### config.mk
export PLATFORM = sky130hd
export DESIGN_NAME = battery_discharge_history_log_core
export DESIGN_NICKNAME = d
export VERILOG_FILES = /design/src/rtl/bdhl_pkg.sv /design/src/rtl/battery_discharge_history_log_core.sv /design/src/rtl/bdhl_ram.sv /design/src/rtl/bdhl_div.sv
export SDC_FILE = /design/constraint.sdc
export NUM_CORES = 2
export LEC_CHECK = 0
export ABC_CLOCK_PERIOD_IN_PS = 14200
export BUFFER_PORTS_ARGS = -buffer_cell sky130_fd_sc_hd__buf_4
export CAP_MARGIN = 20
export CORE_ASPECT_RATIO = 0.8
export CORE_UTILIZATION = 39
export CTS_CLUSTER_SIZE = 10
export DETAILED_ROUTE_END_ITERATION = 10
export PLACE_DENSITY = 0.6
export SYNTH_ARGS = -nofsm -noshare
export SYNTH_HDL_FRONTEND = slang
export SYNTH_SLANG_ARGS = --single-unit
### constraint.sdc
create_clock -name clk_i -period 14.2 [get_ports clk_i]
set_input_delay 2.84 -clock clk_i [delete_from_list [all_inputs] [get_ports clk_i]]
set_output_delay 2.84 -clock clk_i [all_outputs]
set_load 0.01 [all_outputs]
### src/rtl/bdhl_pkg.sv
// Shared types and constants of the battery discharge history log.
package bdhl_pkg;

  // Operation codes carried by the kind field of a request.
  typedef enum logic [1:0] {
    KIND_RECORD   = 2'd0,
    KIND_READ     = 2'd1,
    KIND_ESTIMATE = 2'd2,
    KIND_CLEAR    = 2'd3
  } kind_e;

  // Sequencer states of the core.
  typedef enum logic [2:0] {
    ST_IDLE,
    ST_EXEC,
    ST_READ_WAIT,
    ST_EST_A,
    ST_EST_B,
    ST_EST_MUL,
    ST_EST_PREP,
    ST_EST_DIV
  } state_e;

  // Capacity register value after reset, in mAh.
  localparam logic [15:0] CAP_RESET = 16'd1000;

  // One ring entry is minute stamp, charge and voltage.
  localparam int SAMPLE_W = 48;

  // Divider widths. Current: (drop * cap * 75 / 32) / minutes.
  // Runtime: (minutes * 12800) / (drop * 3).
  localparam int UA_NUM_W = 34;
  localparam int UA_DEN_W = 16;
  localparam int HR_NUM_W = 30;
  localparam int HR_DEN_W = 18;

  // Highest value of the running count modulo five.
  localparam logic [2:0] MOD5_LAST = 3'd4;

  // One result as it stands on the output ports.
  typedef struct packed {
    logic        accepted;
    logic        persist_due;
    logic        entry_valid;
    logic [15:0] entry_minute;
    logic [15:0] entry_charge_q8;
    logic [15:0] entry_millivolts;
    logic [5:0]  stored_entries;
    logic [15:0] total_recorded;
    logic        estimate_valid;
    logic [31:0] avg_current_ua;
    logic [31:0] runtime_tenths_hour;
  } result_t;

endpackage

### src/rtl/battery_discharge_history_log_core.sv
// Top level of the battery discharge history log: ring of samples and estimator.
//
//  Channel   Signals                                  Handshake
//  --------  ---------------------------------------  ---------------------------
//  request   kind_i minute_stamp_i charge_q8_i          taken when start && !busy
//            charge_ok_i millivolts_i position_i
//  result    accepted_o ... runtime_tenths_hour_o     done_o high for one cycle
//  config    cfg_wdata_i                              written when cfg_we_i
//
// Record, clear, a read past the held entries and an estimate on an empty log give
// their result from the execute state, a read of a held entry from the read-wait state.
// An estimate whose time did not advance or whose charge did not drop ends after
// reading its two entries; a valid estimate waits for the 34-step bit-serial divider
// for the average current, and the 30-step runtime divider runs beside it.
// Reset clears the count and sets the capacity to 1000 mAh; ring contents are
// only read where written. busy is high while a request is in work, and the
// result receiver cannot stall.
module battery_discharge_history_log_core #(
  parameter int LOG_DEPTH = 32
) (
  input  logic        clk_i,
  input  logic        rst_ni,
  input  logic        start,
  output logic        busy,
  input  logic        cfg_we_i,
  input  logic [15:0] cfg_wdata_i,
  input  logic [1:0]  kind_i,
  input  logic [15:0] minute_stamp_i,
  input  logic [15:0] charge_q8_i,
  input  logic        charge_ok_i,
  input  logic [15:0] millivolts_i,
  input  logic [4:0]  position_i,
  output logic        done_o,
  output logic        accepted_o,
  output logic        persist_due_o,
  output logic        entry_valid_o,
  output logic [15:0] entry_minute_o,
  output logic [15:0] entry_charge_q8_o,
  output logic [15:0] entry_millivolts_o,
  output logic [5:0]  stored_entries_o,
  output logic [15:0] total_recorded_o,
  output logic        estimate_valid_o,
  output logic [31:0] avg_current_ua_o,
  output logic [31:0] runtime_tenths_hour_o
);

  import bdhl_pkg::*;

  localparam int AW    = $clog2(LOG_DEPTH);
  localparam int CW    = AW + 1;
  localparam int CMP_W = (CW > 5) ? CW : 5;

  state_e       state_q, state_d;
  kind_e        kind_q;
  logic [15:0]  minute_q, chg_q, mv_q;
  logic         ok_q;
  logic [4:0]   pos_q;
  logic [15:0]  cap_q;
  logic [15:0]  count_q, count_d;
  logic [2:0]   mod5_q, mod5_d;
  logic [AW-1:0] addr_b_q;
  logic [15:0]  a_min_q, a_chg_q;
  logic [15:0]  minutes_q, drop_q;
  logic         est_ok_q;
  logic [31:0]  prod_q;
  result_t      res_q, res_d;
  logic         done_q;
  logic         emit;

  logic          ram_we, ram_re;
  logic [AW-1:0] ram_raddr;
  logic [SAMPLE_W-1:0] ram_rdata;
  logic [15:0]   rd_min, rd_chg, rd_mv;

  logic          sample_ok;
  logic          over_cur, over_nx;
  logic [CW-1:0] held_cur, held_nx;
  logic [AW-1:0] oldest;
  logic [CMP_W-1:0] rd_sum;
  logic [AW-1:0] rd_addr;
  logic          rd_hit;
  logic [CW-1:0] b_sum;

  logic          div_start;
  logic [38:0]   ua_scaled;
  logic [UA_NUM_W-1:0] ua_num, ua_quot;
  logic [HR_NUM_W-1:0] hr_num, hr_quot;
  logic [HR_DEN_W-1:0] hr_den;
  logic          ua_busy, hr_busy;
  logic [31:0]   ua_sat;

  // Occupancy and ring positions derived from the count.
  assign sample_ok = ok_q && (mv_q != 16'd0);
  assign over_cur  = (count_q > 16'(LOG_DEPTH));
  assign held_cur  = over_cur ? CW'(LOG_DEPTH) : count_q[CW-1:0];
  assign oldest    = over_cur ? count_q[AW-1:0] : '0;
  assign rd_sum    = CMP_W'(oldest) + CMP_W'(pos_q);
  assign rd_addr   = rd_sum[AW-1:0];
  assign rd_hit    = (CMP_W'(pos_q) < CMP_W'(held_cur));
  assign b_sum     = CW'(oldest) + held_cur - CW'(1);

  assign over_nx = (count_d > 16'(LOG_DEPTH));
  assign held_nx = over_nx ? CW'(LOG_DEPTH) : count_d[CW-1:0];

  assign rd_min = ram_rdata[47:32];
  assign rd_chg = ram_rdata[31:16];
  assign rd_mv  = ram_rdata[15:0];

  // Next count and count modulo five; a wrap to zero restarts the residue.
  always_comb begin
    count_d = count_q;
    mod5_d  = mod5_q;
    if (state_q == ST_EXEC) begin
      if (kind_q == KIND_RECORD && sample_ok) begin
        count_d = count_q + 16'd1;
        mod5_d  = (count_q == 16'hFFFF || mod5_q == MOD5_LAST) ? 3'd0 : mod5_q + 3'd1;
      end else if (kind_q == KIND_CLEAR) begin
        count_d = '0;
        mod5_d  = '0;
      end
    end
  end

  // Estimator operands: constant factors as shift-and-add.
  assign ua_scaled = {prod_q, 6'd0} + {4'd0, prod_q, 3'd0} + {6'd0, prod_q, 1'b0}
                   + {7'd0, prod_q};
  assign ua_num    = ua_scaled[38:5];
  assign hr_num    = {1'b0, minutes_q, 13'd0} + {2'd0, minutes_q, 12'd0}
                   + {5'd0, minutes_q, 9'd0};
  assign hr_den    = {1'b0, drop_q, 1'b0} + {2'd0, drop_q};
  assign ua_sat    = (ua_quot[UA_NUM_W-1:32] != '0) ? 32'hFFFF_FFFF : ua_quot[31:0];

  // Sequencer: next state, memory control and result assembly.
  always_comb begin
    state_d   = state_q;
    ram_we    = 1'b0;
    ram_re    = 1'b0;
    ram_raddr = oldest;
    div_start = 1'b0;
    emit      = 1'b0;
    res_d     = '0;
    res_d.stored_entries = 6'(held_nx);
    res_d.total_recorded = count_d;
    unique case (state_q)
      ST_IDLE: begin
        if (start) begin
          state_d = ST_EXEC;
        end
      end
      ST_EXEC: begin
        unique case (kind_q)
          KIND_RECORD: begin
            if (sample_ok) begin
              ram_we            = 1'b1;
              res_d.accepted    = 1'b1;
              res_d.persist_due = (mod5_d == 3'd0);
            end
            emit    = 1'b1;
            state_d = ST_IDLE;
          end
          KIND_READ: begin
            if (rd_hit) begin
              ram_re    = 1'b1;
              ram_raddr = rd_addr;
              state_d   = ST_READ_WAIT;
            end else begin
              emit    = 1'b1;
              state_d = ST_IDLE;
            end
          end
          KIND_ESTIMATE: begin
            if (count_q != 16'd0) begin
              ram_re  = 1'b1;
              state_d = ST_EST_A;
            end else begin
              emit    = 1'b1;
              state_d = ST_IDLE;
            end
          end
          KIND_CLEAR: begin
            emit    = 1'b1;
            state_d = ST_IDLE;
          end
        endcase
      end
      ST_READ_WAIT: begin
        res_d.entry_valid      = 1'b1;
        res_d.entry_minute     = rd_min;
        res_d.entry_charge_q8  = rd_chg;
        res_d.entry_millivolts = rd_mv;
        emit    = 1'b1;
        state_d = ST_IDLE;
      end
      ST_EST_A: begin
        ram_re    = 1'b1;
        ram_raddr = addr_b_q;
        state_d   = ST_EST_B;
      end
      ST_EST_B: begin
        state_d = ST_EST_MUL;
      end
      ST_EST_MUL: begin
        if (est_ok_q) begin
          state_d = ST_EST_PREP;
        end else begin
          emit    = 1'b1;
          state_d = ST_IDLE;
        end
      end
      ST_EST_PREP: begin
        div_start = 1'b1;
        state_d   = ST_EST_DIV;
      end
      ST_EST_DIV: begin
        if (!ua_busy && !hr_busy) begin
          res_d.estimate_valid      = 1'b1;
          res_d.avg_current_ua      = ua_sat;
          res_d.runtime_tenths_hour = 32'(hr_quot);
          emit    = 1'b1;
          state_d = ST_IDLE;
        end
      end
    endcase
  end

  // Control state.
  always_ff @(posedge clk_i or negedge rst_ni) begin
    if (!rst_ni) begin
      state_q <= ST_IDLE;
      count_q <= '0;
      mod5_q  <= '0;
      cap_q   <= CAP_RESET;
      done_q  <= 1'b0;
    end else begin
      state_q <= state_d;
      count_q <= count_d;
      mod5_q  <= mod5_d;
      done_q  <= emit;
      if (cfg_we_i) begin
        cap_q <= cfg_wdata_i;
      end
    end
  end

  // Request capture.
  always_ff @(posedge clk_i) begin
    if (start && !busy) begin
      kind_q   <= kind_e'(kind_i);
      minute_q <= minute_stamp_i;
      chg_q    <= charge_q8_i;
      ok_q     <= charge_ok_i;
      mv_q     <= millivolts_i;
      pos_q    <= position_i;
    end
  end

  // Estimator datapath registers.
  always_ff @(posedge clk_i) begin
    if (state_q == ST_EXEC) begin
      addr_b_q <= b_sum[AW-1:0];
    end
    if (state_q == ST_EST_A) begin
      a_min_q <= rd_min;
      a_chg_q <= rd_chg;
    end
    if (state_q == ST_EST_B) begin
      minutes_q <= rd_min - a_min_q;
      drop_q    <= a_chg_q - rd_chg;
      est_ok_q  <= (rd_min > a_min_q) && (a_chg_q > rd_chg);
    end
    if (state_q == ST_EST_MUL) begin
      prod_q <= drop_q * cap_q;
    end
  end

  // Result register.
  always_ff @(posedge clk_i) begin
    if (emit) begin
      res_q <= res_d;
    end
  end

  bdhl_ram #(
    .WIDTH (SAMPLE_W),
    .DEPTH (LOG_DEPTH)
  ) u_ring (
    .clk_i   (clk_i),
    .we_i    (ram_we),
    .waddr_i (count_q[AW-1:0]),
    .wdata_i ({minute_q, chg_q, mv_q}),
    .re_i    (ram_re),
    .raddr_i (ram_raddr),
    .rdata_o (ram_rdata)
  );

  bdhl_div #(
    .NUM_W (UA_NUM_W),
    .DEN_W (UA_DEN_W)
  ) u_div_ua (
    .clk_i   (clk_i),
    .rst_ni  (rst_ni),
    .start_i (div_start),
    .num_i   (ua_num),
    .den_i   (minutes_q),
    .busy_o  (ua_busy),
    .quot_o  (ua_quot)
  );

  bdhl_div #(
    .NUM_W (HR_NUM_W),
    .DEN_W (HR_DEN_W)
  ) u_div_hr (
    .clk_i   (clk_i),
    .rst_ni  (rst_ni),
    .start_i (div_start),
    .num_i   (hr_num),
    .den_i   (hr_den),
    .busy_o  (hr_busy),
    .quot_o  (hr_quot)
  );

  // Port drive.
  assign busy                  = (state_q != ST_IDLE);
  assign done_o                = done_q;
  assign accepted_o            = res_q.accepted;
  assign persist_due_o         = res_q.persist_due;
  assign entry_valid_o         = res_q.entry_valid;
  assign entry_minute_o        = res_q.entry_minute;
  assign entry_charge_q8_o     = res_q.entry_charge_q8;
  assign entry_millivolts_o    = res_q.entry_millivolts;
  assign stored_entries_o      = res_q.stored_entries;
  assign total_recorded_o      = res_q.total_recorded;
  assign estimate_valid_o      = res_q.estimate_valid;
  assign avg_current_ua_o      = res_q.avg_current_ua;
  assign runtime_tenths_hour_o = res_q.runtime_tenths_hour;

endmodule

### src/rtl/bdhl_ram.sv
// Generic single-write, single-read RAM with registered read data.
module bdhl_ram #(
  parameter int WIDTH = 48,
  parameter int DEPTH = 32
) (
  input  logic                     clk_i,
  input  logic                     we_i,
  input  logic [$clog2(DEPTH)-1:0] waddr_i,
  input  logic [WIDTH-1:0]         wdata_i,
  input  logic                     re_i,
  input  logic [$clog2(DEPTH)-1:0] raddr_i,
  output logic [WIDTH-1:0]         rdata_o
);

  logic [WIDTH-1:0] mem_q [DEPTH];

  // Write port.
  always_ff @(posedge clk_i) begin
    if (we_i) begin
      mem_q[waddr_i] <= wdata_i;
    end
  end

  // Registered read port.
  always_ff @(posedge clk_i) begin
    if (re_i) begin
      rdata_o <= mem_q[raddr_i];
    end
  end

endmodule

### src/rtl/bdhl_div.sv
// Bit-serial restoring divider, one quotient bit per cycle.
module bdhl_div #(
  parameter int NUM_W = 34,
  parameter int DEN_W = 16
) (
  input  logic             clk_i,
  input  logic             rst_ni,
  input  logic             start_i,
  input  logic [NUM_W-1:0] num_i,
  input  logic [DEN_W-1:0] den_i,
  output logic             busy_o,
  output logic [NUM_W-1:0] quot_o
);

  localparam int CNT_W = $clog2(NUM_W + 1);

  logic             run_q;
  logic [CNT_W-1:0] cnt_q;
  logic [DEN_W:0]   rem_q;
  logic [NUM_W-1:0] quo_q;
  logic [DEN_W-1:0] den_q;

  logic [DEN_W:0]   rem_sh;
  logic [DEN_W:0]   rem_diff;
  logic             fits;

  // Shift the next numerator bit into the partial remainder and try a subtract.
  always_comb begin
    rem_sh   = {rem_q[DEN_W-1:0], quo_q[NUM_W-1]};
    fits     = (rem_sh >= {1'b0, den_q});
    rem_diff = rem_sh - {1'b0, den_q};
  end

  // Step counter and run flag.
  always_ff @(posedge clk_i or negedge rst_ni) begin
    if (!rst_ni) begin
      run_q <= 1'b0;
      cnt_q <= '0;
    end else if (start_i) begin
      run_q <= 1'b1;
      cnt_q <= CNT_W'(NUM_W);
    end else if (run_q) begin
      cnt_q <= cnt_q - CNT_W'(1);
      if (cnt_q == CNT_W'(1)) begin
        run_q <= 1'b0;
      end
    end
  end

  // Remainder and quotient shift registers; the numerator shifts out as
  // quotient bits shift in.
  always_ff @(posedge clk_i) begin
    if (start_i) begin
      rem_q <= '0;
      quo_q <= num_i;
      den_q <= den_i;
    end else if (run_q) begin
      rem_q <= fits ? rem_diff : rem_sh;
      quo_q <= {quo_q[NUM_W-2:0], fits};
    end
  end

  assign busy_o = run_q;
  assign quot_o = quo_q;

endmodule

==> qor.txt <==
=================================================================================
Status                                                               finished, final reports clean
Final total negative setup slack                                             0 ns
Post-DP HPWL                                                         164000 microns
CP peak stage delay                                                       0.81 ns
Routed WL per cell                                                   26.8 microns
Post-Synthesis Cells                                                         7040
CP Cell Sequence                                                     nand2_1, fa_1, fa_1, fa_1, fa_1, inv_1, fa_1, inv_1, fa_1, inv_1, ha_1, and3_1, a311oi_1, o21ai_0, a31oi_1, o21ai_0, a21oi_1, o21ai_0, xor2_1
Max-slew headroom                                                           0.173
Post-cts sizing count                                                           0
Vias per cell                                                                5.89
Maximum fanout along the worst path                                            18
I/O pin total                                                                 216
Pins Over Slew Limit                                                            0
Syn Area/Cell                                                          13.9 sq um
Main area contributors after synthesis                               sky130_fd_sc_hd__edfxtp_1, sky130_fd_sc_hd__fa_1, sky130_fd_sc_hd__ha_1
Number of flip-flops and latches in the synthesized netlist                  2062
Library cell with the largest summed area after synthesis            sky130_fd_sc_hd__edfxtp_1
Worst path slowest cell                                              sky130_fd_sc_hd__edfxtp_1
Yosys warnings                                                                  0
First-iteration detailed-routing DRC count                                   7108
Leakage                                                                 0.0369 uW
Number of nets in the finished design                                        7789
Post-synthesis cell area                                              97800 sq um
Final Cycle Share                                                           0.489
Xor/xnor cell area share of the yosys netlist                              0.0121
R2r setup slk                                                             7.26 ns
Combinational family with the most area after synthesis              simple AND/OR/NAND/NOR gates
Depth of the most critical reg-to-reg path                                     19
Startpoint type of the worst setup path                                 flip-flop
Total area of multi-input combinational cells                         33500 sq um
First-pass iteration count of the detailed router                               6
Final Util                                                                  0.440
Count of placed standard cells including taps                               10200
Largest net degree at the start of global routing                             146
Worst slack at placement                                                  7.27 ns
Portion of synthesized cell area occupied by the leading cell type          0.607
Sequential cell area in the final layout                              61300 sq um
Simple-Gate Fraction of Synth Area                                          0.104
Buffers inserted during post-CTS setup optimization                             0
Width of the die                                                      562 microns
Initial antenna violation count                                                19
DRC violations left                                                             0
Worst Slack Setup Final                                                   7.26 ns
TritonCTS clock tree                                                        built
Area of the die                                                      253000 sq um
Main synth FF type                                                   sky130_fd_sc_hd__edfxtp_1
Worst Path Arrival                                                        7.53 ns
Max Clock Skew                                                          0.0872 ns
Crit path top cell by count                                          sky130_fd_sc_hd__fa_1
Origin of the worst setup path                                         drop_q[10]
Via count of the first global-routing pass                                  60900
Largest delay share family, worst path                                adder cells
Total number of cells along the worst setup path                               19
Async set-reset flop share out of synthesis                                0.0252
Most used standard cell by instance count after synthesis            sky130_fd_sc_hd__edfxtp_1
CP Class                                                             flip-flop to flip-flop
Number of vias in the routed layout                                         62200
Clock latency on the worst-skew pair                                      0.94 ns
Worst EP required                                                        14.79 ns
Number of enable flip-flop cells after synthesis                             1976
Clock Root Buffer                                                    sky130_fd_sc_hd__clkbuf_16
Final Total Pwr                                                          26200 uW
Startpoint of the worst register-to-register path                      drop_q[10]
Number of buffers between clock root and the deepest sink                       4
Min cycle time layout                                                     6.94 ns
Number of sinks driven by the clock tree                                     2062
Die H                                                                 450 microns
Worst Path Buf+Inv                                                              3
Maximum achievable frequency                                            0.144 GHz
Most frequent cells after synthesis                                  sky130_fd_sc_hd__edfxtp_1, sky130_fd_sc_hd__clkbuf_1, sky130_fd_sc_hd__and2_1
Number of input and output port buffers inserted                              213
Type of destination of the critical path                                flip-flop
Wire length of the first global-routing pass                         413000 microns
Multiplexer share of the synthesized area                                  0.0308
Worst IR Drop VDD                                                        0.662 mV
Share of the yosys chip area belonging to registers                         0.627
Core Region                                                          250000 sq um
Combined global-route utilization of all metal layers                       0.219
Count of cell types in the netlist                                             87
Global placer's final weighted congestion                                   0.832
Number of buffers created by CTS                                              240
RSZ-0062 raised after global routing                                           no
Fraction of layout instances using a drive strength above 1                 0.107
Final hold violation count                                                      0
Max Cap Violations                                                              0
Adder and majority gate portion of the synthesized area                    0.0914
Filler-free cell count of the finished design                               10600
Timing endpoint of the critical path                                   prod_q[30]
Clock-pin transition on the worst setup and hold timing paths             0.06 ns
Number of nets with antenna violations after detailed routing                   0
Total of fill cells in the finished design                                  22300
Setup-violating endpoint count in the final report                              0
Synthesis-to-layout area growth                                             12.4%
Share of the synthesized area in compound gates (AO/OA/AOI/OAI)            0.0997
CTS hold repair buffers                                                         0
Reg2reg end                                                            prod_q[30]
Rows                                                                          164
Pwr Density                                                           238 nW/um^2
Hold WC Path Type                                                    flip-flop to flip-flop
Slew @ Worst Pin                                                          1.23 ns
H-tree level count                                                              4
Overall overflow remaining after global route                                   0
Initial Utilization                                                         0.392
Final WL                                                             283000 microns
=================================================================================
[stage by stage]
step           instance area [sq um]  hold WS [ns]
6_report                      110000         0.491
2_1_floorplan                  97800         0.441
4_1_cts                       110000         0.494
3_5_place_dp                  103000         0.485
3_3_place_gp                  103000         0.472
5_1_grt                       110000         0.515
[worst min path at each step]
| stage | endpoint | depth (start not counted) | startpoint | slack (ns) |
|---|---|---|---|---|
| finish | u_div_hr.rem_q[2] | 2 | u_div_hr.rem_q[2] | 0.49 |
| global route | u_div_ua.rem_q[0] | 2 | u_div_ua.rem_q[0] | 0.51 |
| CTS | u_div_ua.rem_q[1] | 2 | u_div_ua.rem_q[1] | 0.49 |
| detailed placement | u_div_hr.rem_q[17] | 1 | u_div_hr.rem_q[17] | 0.48 |
| global placement | u_div_hr.rem_q[17] | 1 | u_div_hr.rem_q[17] | 0.47 |
| floorplan | a_chg_q[10] | 0 | u_ring.rdata_o[26] | 0.44 |
[area by class of cell]
cell class / count / area share
Inverter: 396 / 0.0135
Clock buffer: 286 / 0.0567
Tap cell: 3320 / 0.0378
Sequential cell: 2062 / 0.558
Clock inverter: 23 / 0.00269
Multi-Input combinational cell: 4108 / 0.305
Timing Repair Buffer: 353 / 0.0265
Antenna cell: 6 / 0.000137
[worst min-delay path, delay by kind of cell (launching register included)]
kind | cells | cell delay, ns
flops | 1 | 0.32
compound gates | 1 | 0.06
simple gates | 1 | 0.05
[layout by cell type (no fill, tap or decap), drive strengths merged, types with 18 or more instances in the layout]
cell / n
xnor2: 91
o21a: 51
o21ai: 294
nand4: 68
inv: 398
a211oi: 354
nand3: 186
a2111oi: 53
xor2: 44
clkbuf: 286
nor2b: 29
o22a: 96
nor2: 142
nand2b: 18
and3: 24
nor3: 54
a21oi: 138
ha: 282
a221oi: 196
a21o: 33
mux2i: 216
mux2: 69
fa: 270
edfxtp: 1976
and2: 396
nor4b: 195
nand2: 361
dfxtp: 34
nor4: 263
buf: 352
o211ai: 21
dfrtp: 46
[per-layer routing]
layer	global-route usage	up-vias	wire length, microns
met5	0	-	7
met4	0.0560	2	7130
met1	0.307	31700	121000
li1	-	27100	-
met3	0.0488	446	26100
met2	0.343	2856	129000
[kinds of logic after synthesis]
group	Yosys count
AO/OA/AOI/OAI	1354
XOR/XNOR	135
adder cells (fa/ha/maj)	552
buffers and inverters	871
flip-flops	2062
multiplexers	285
other	1
AND/OR/NAND/NOR	1780
[state kept, by name (all words and copies together) (netlist names), 18 cells and up]
name	count
runtime_tenths_hour_o	30
u_ring.mem_q	1536
prod_q	32
u_ring.rdata_o	48
u_div_hr.quot_o	30
avg_current_ua_o	32
u_div_hr.rem_q	18
u_div_ua.quot_o	34
u_div_hr.den_q	18
[where the power goes]
group | switching [uW] | internal [uW]
logic | 7210 | 4920
clock network | 2350 | 3090
registers | 647 | 7990
Power figures use the tool's default switching activity.
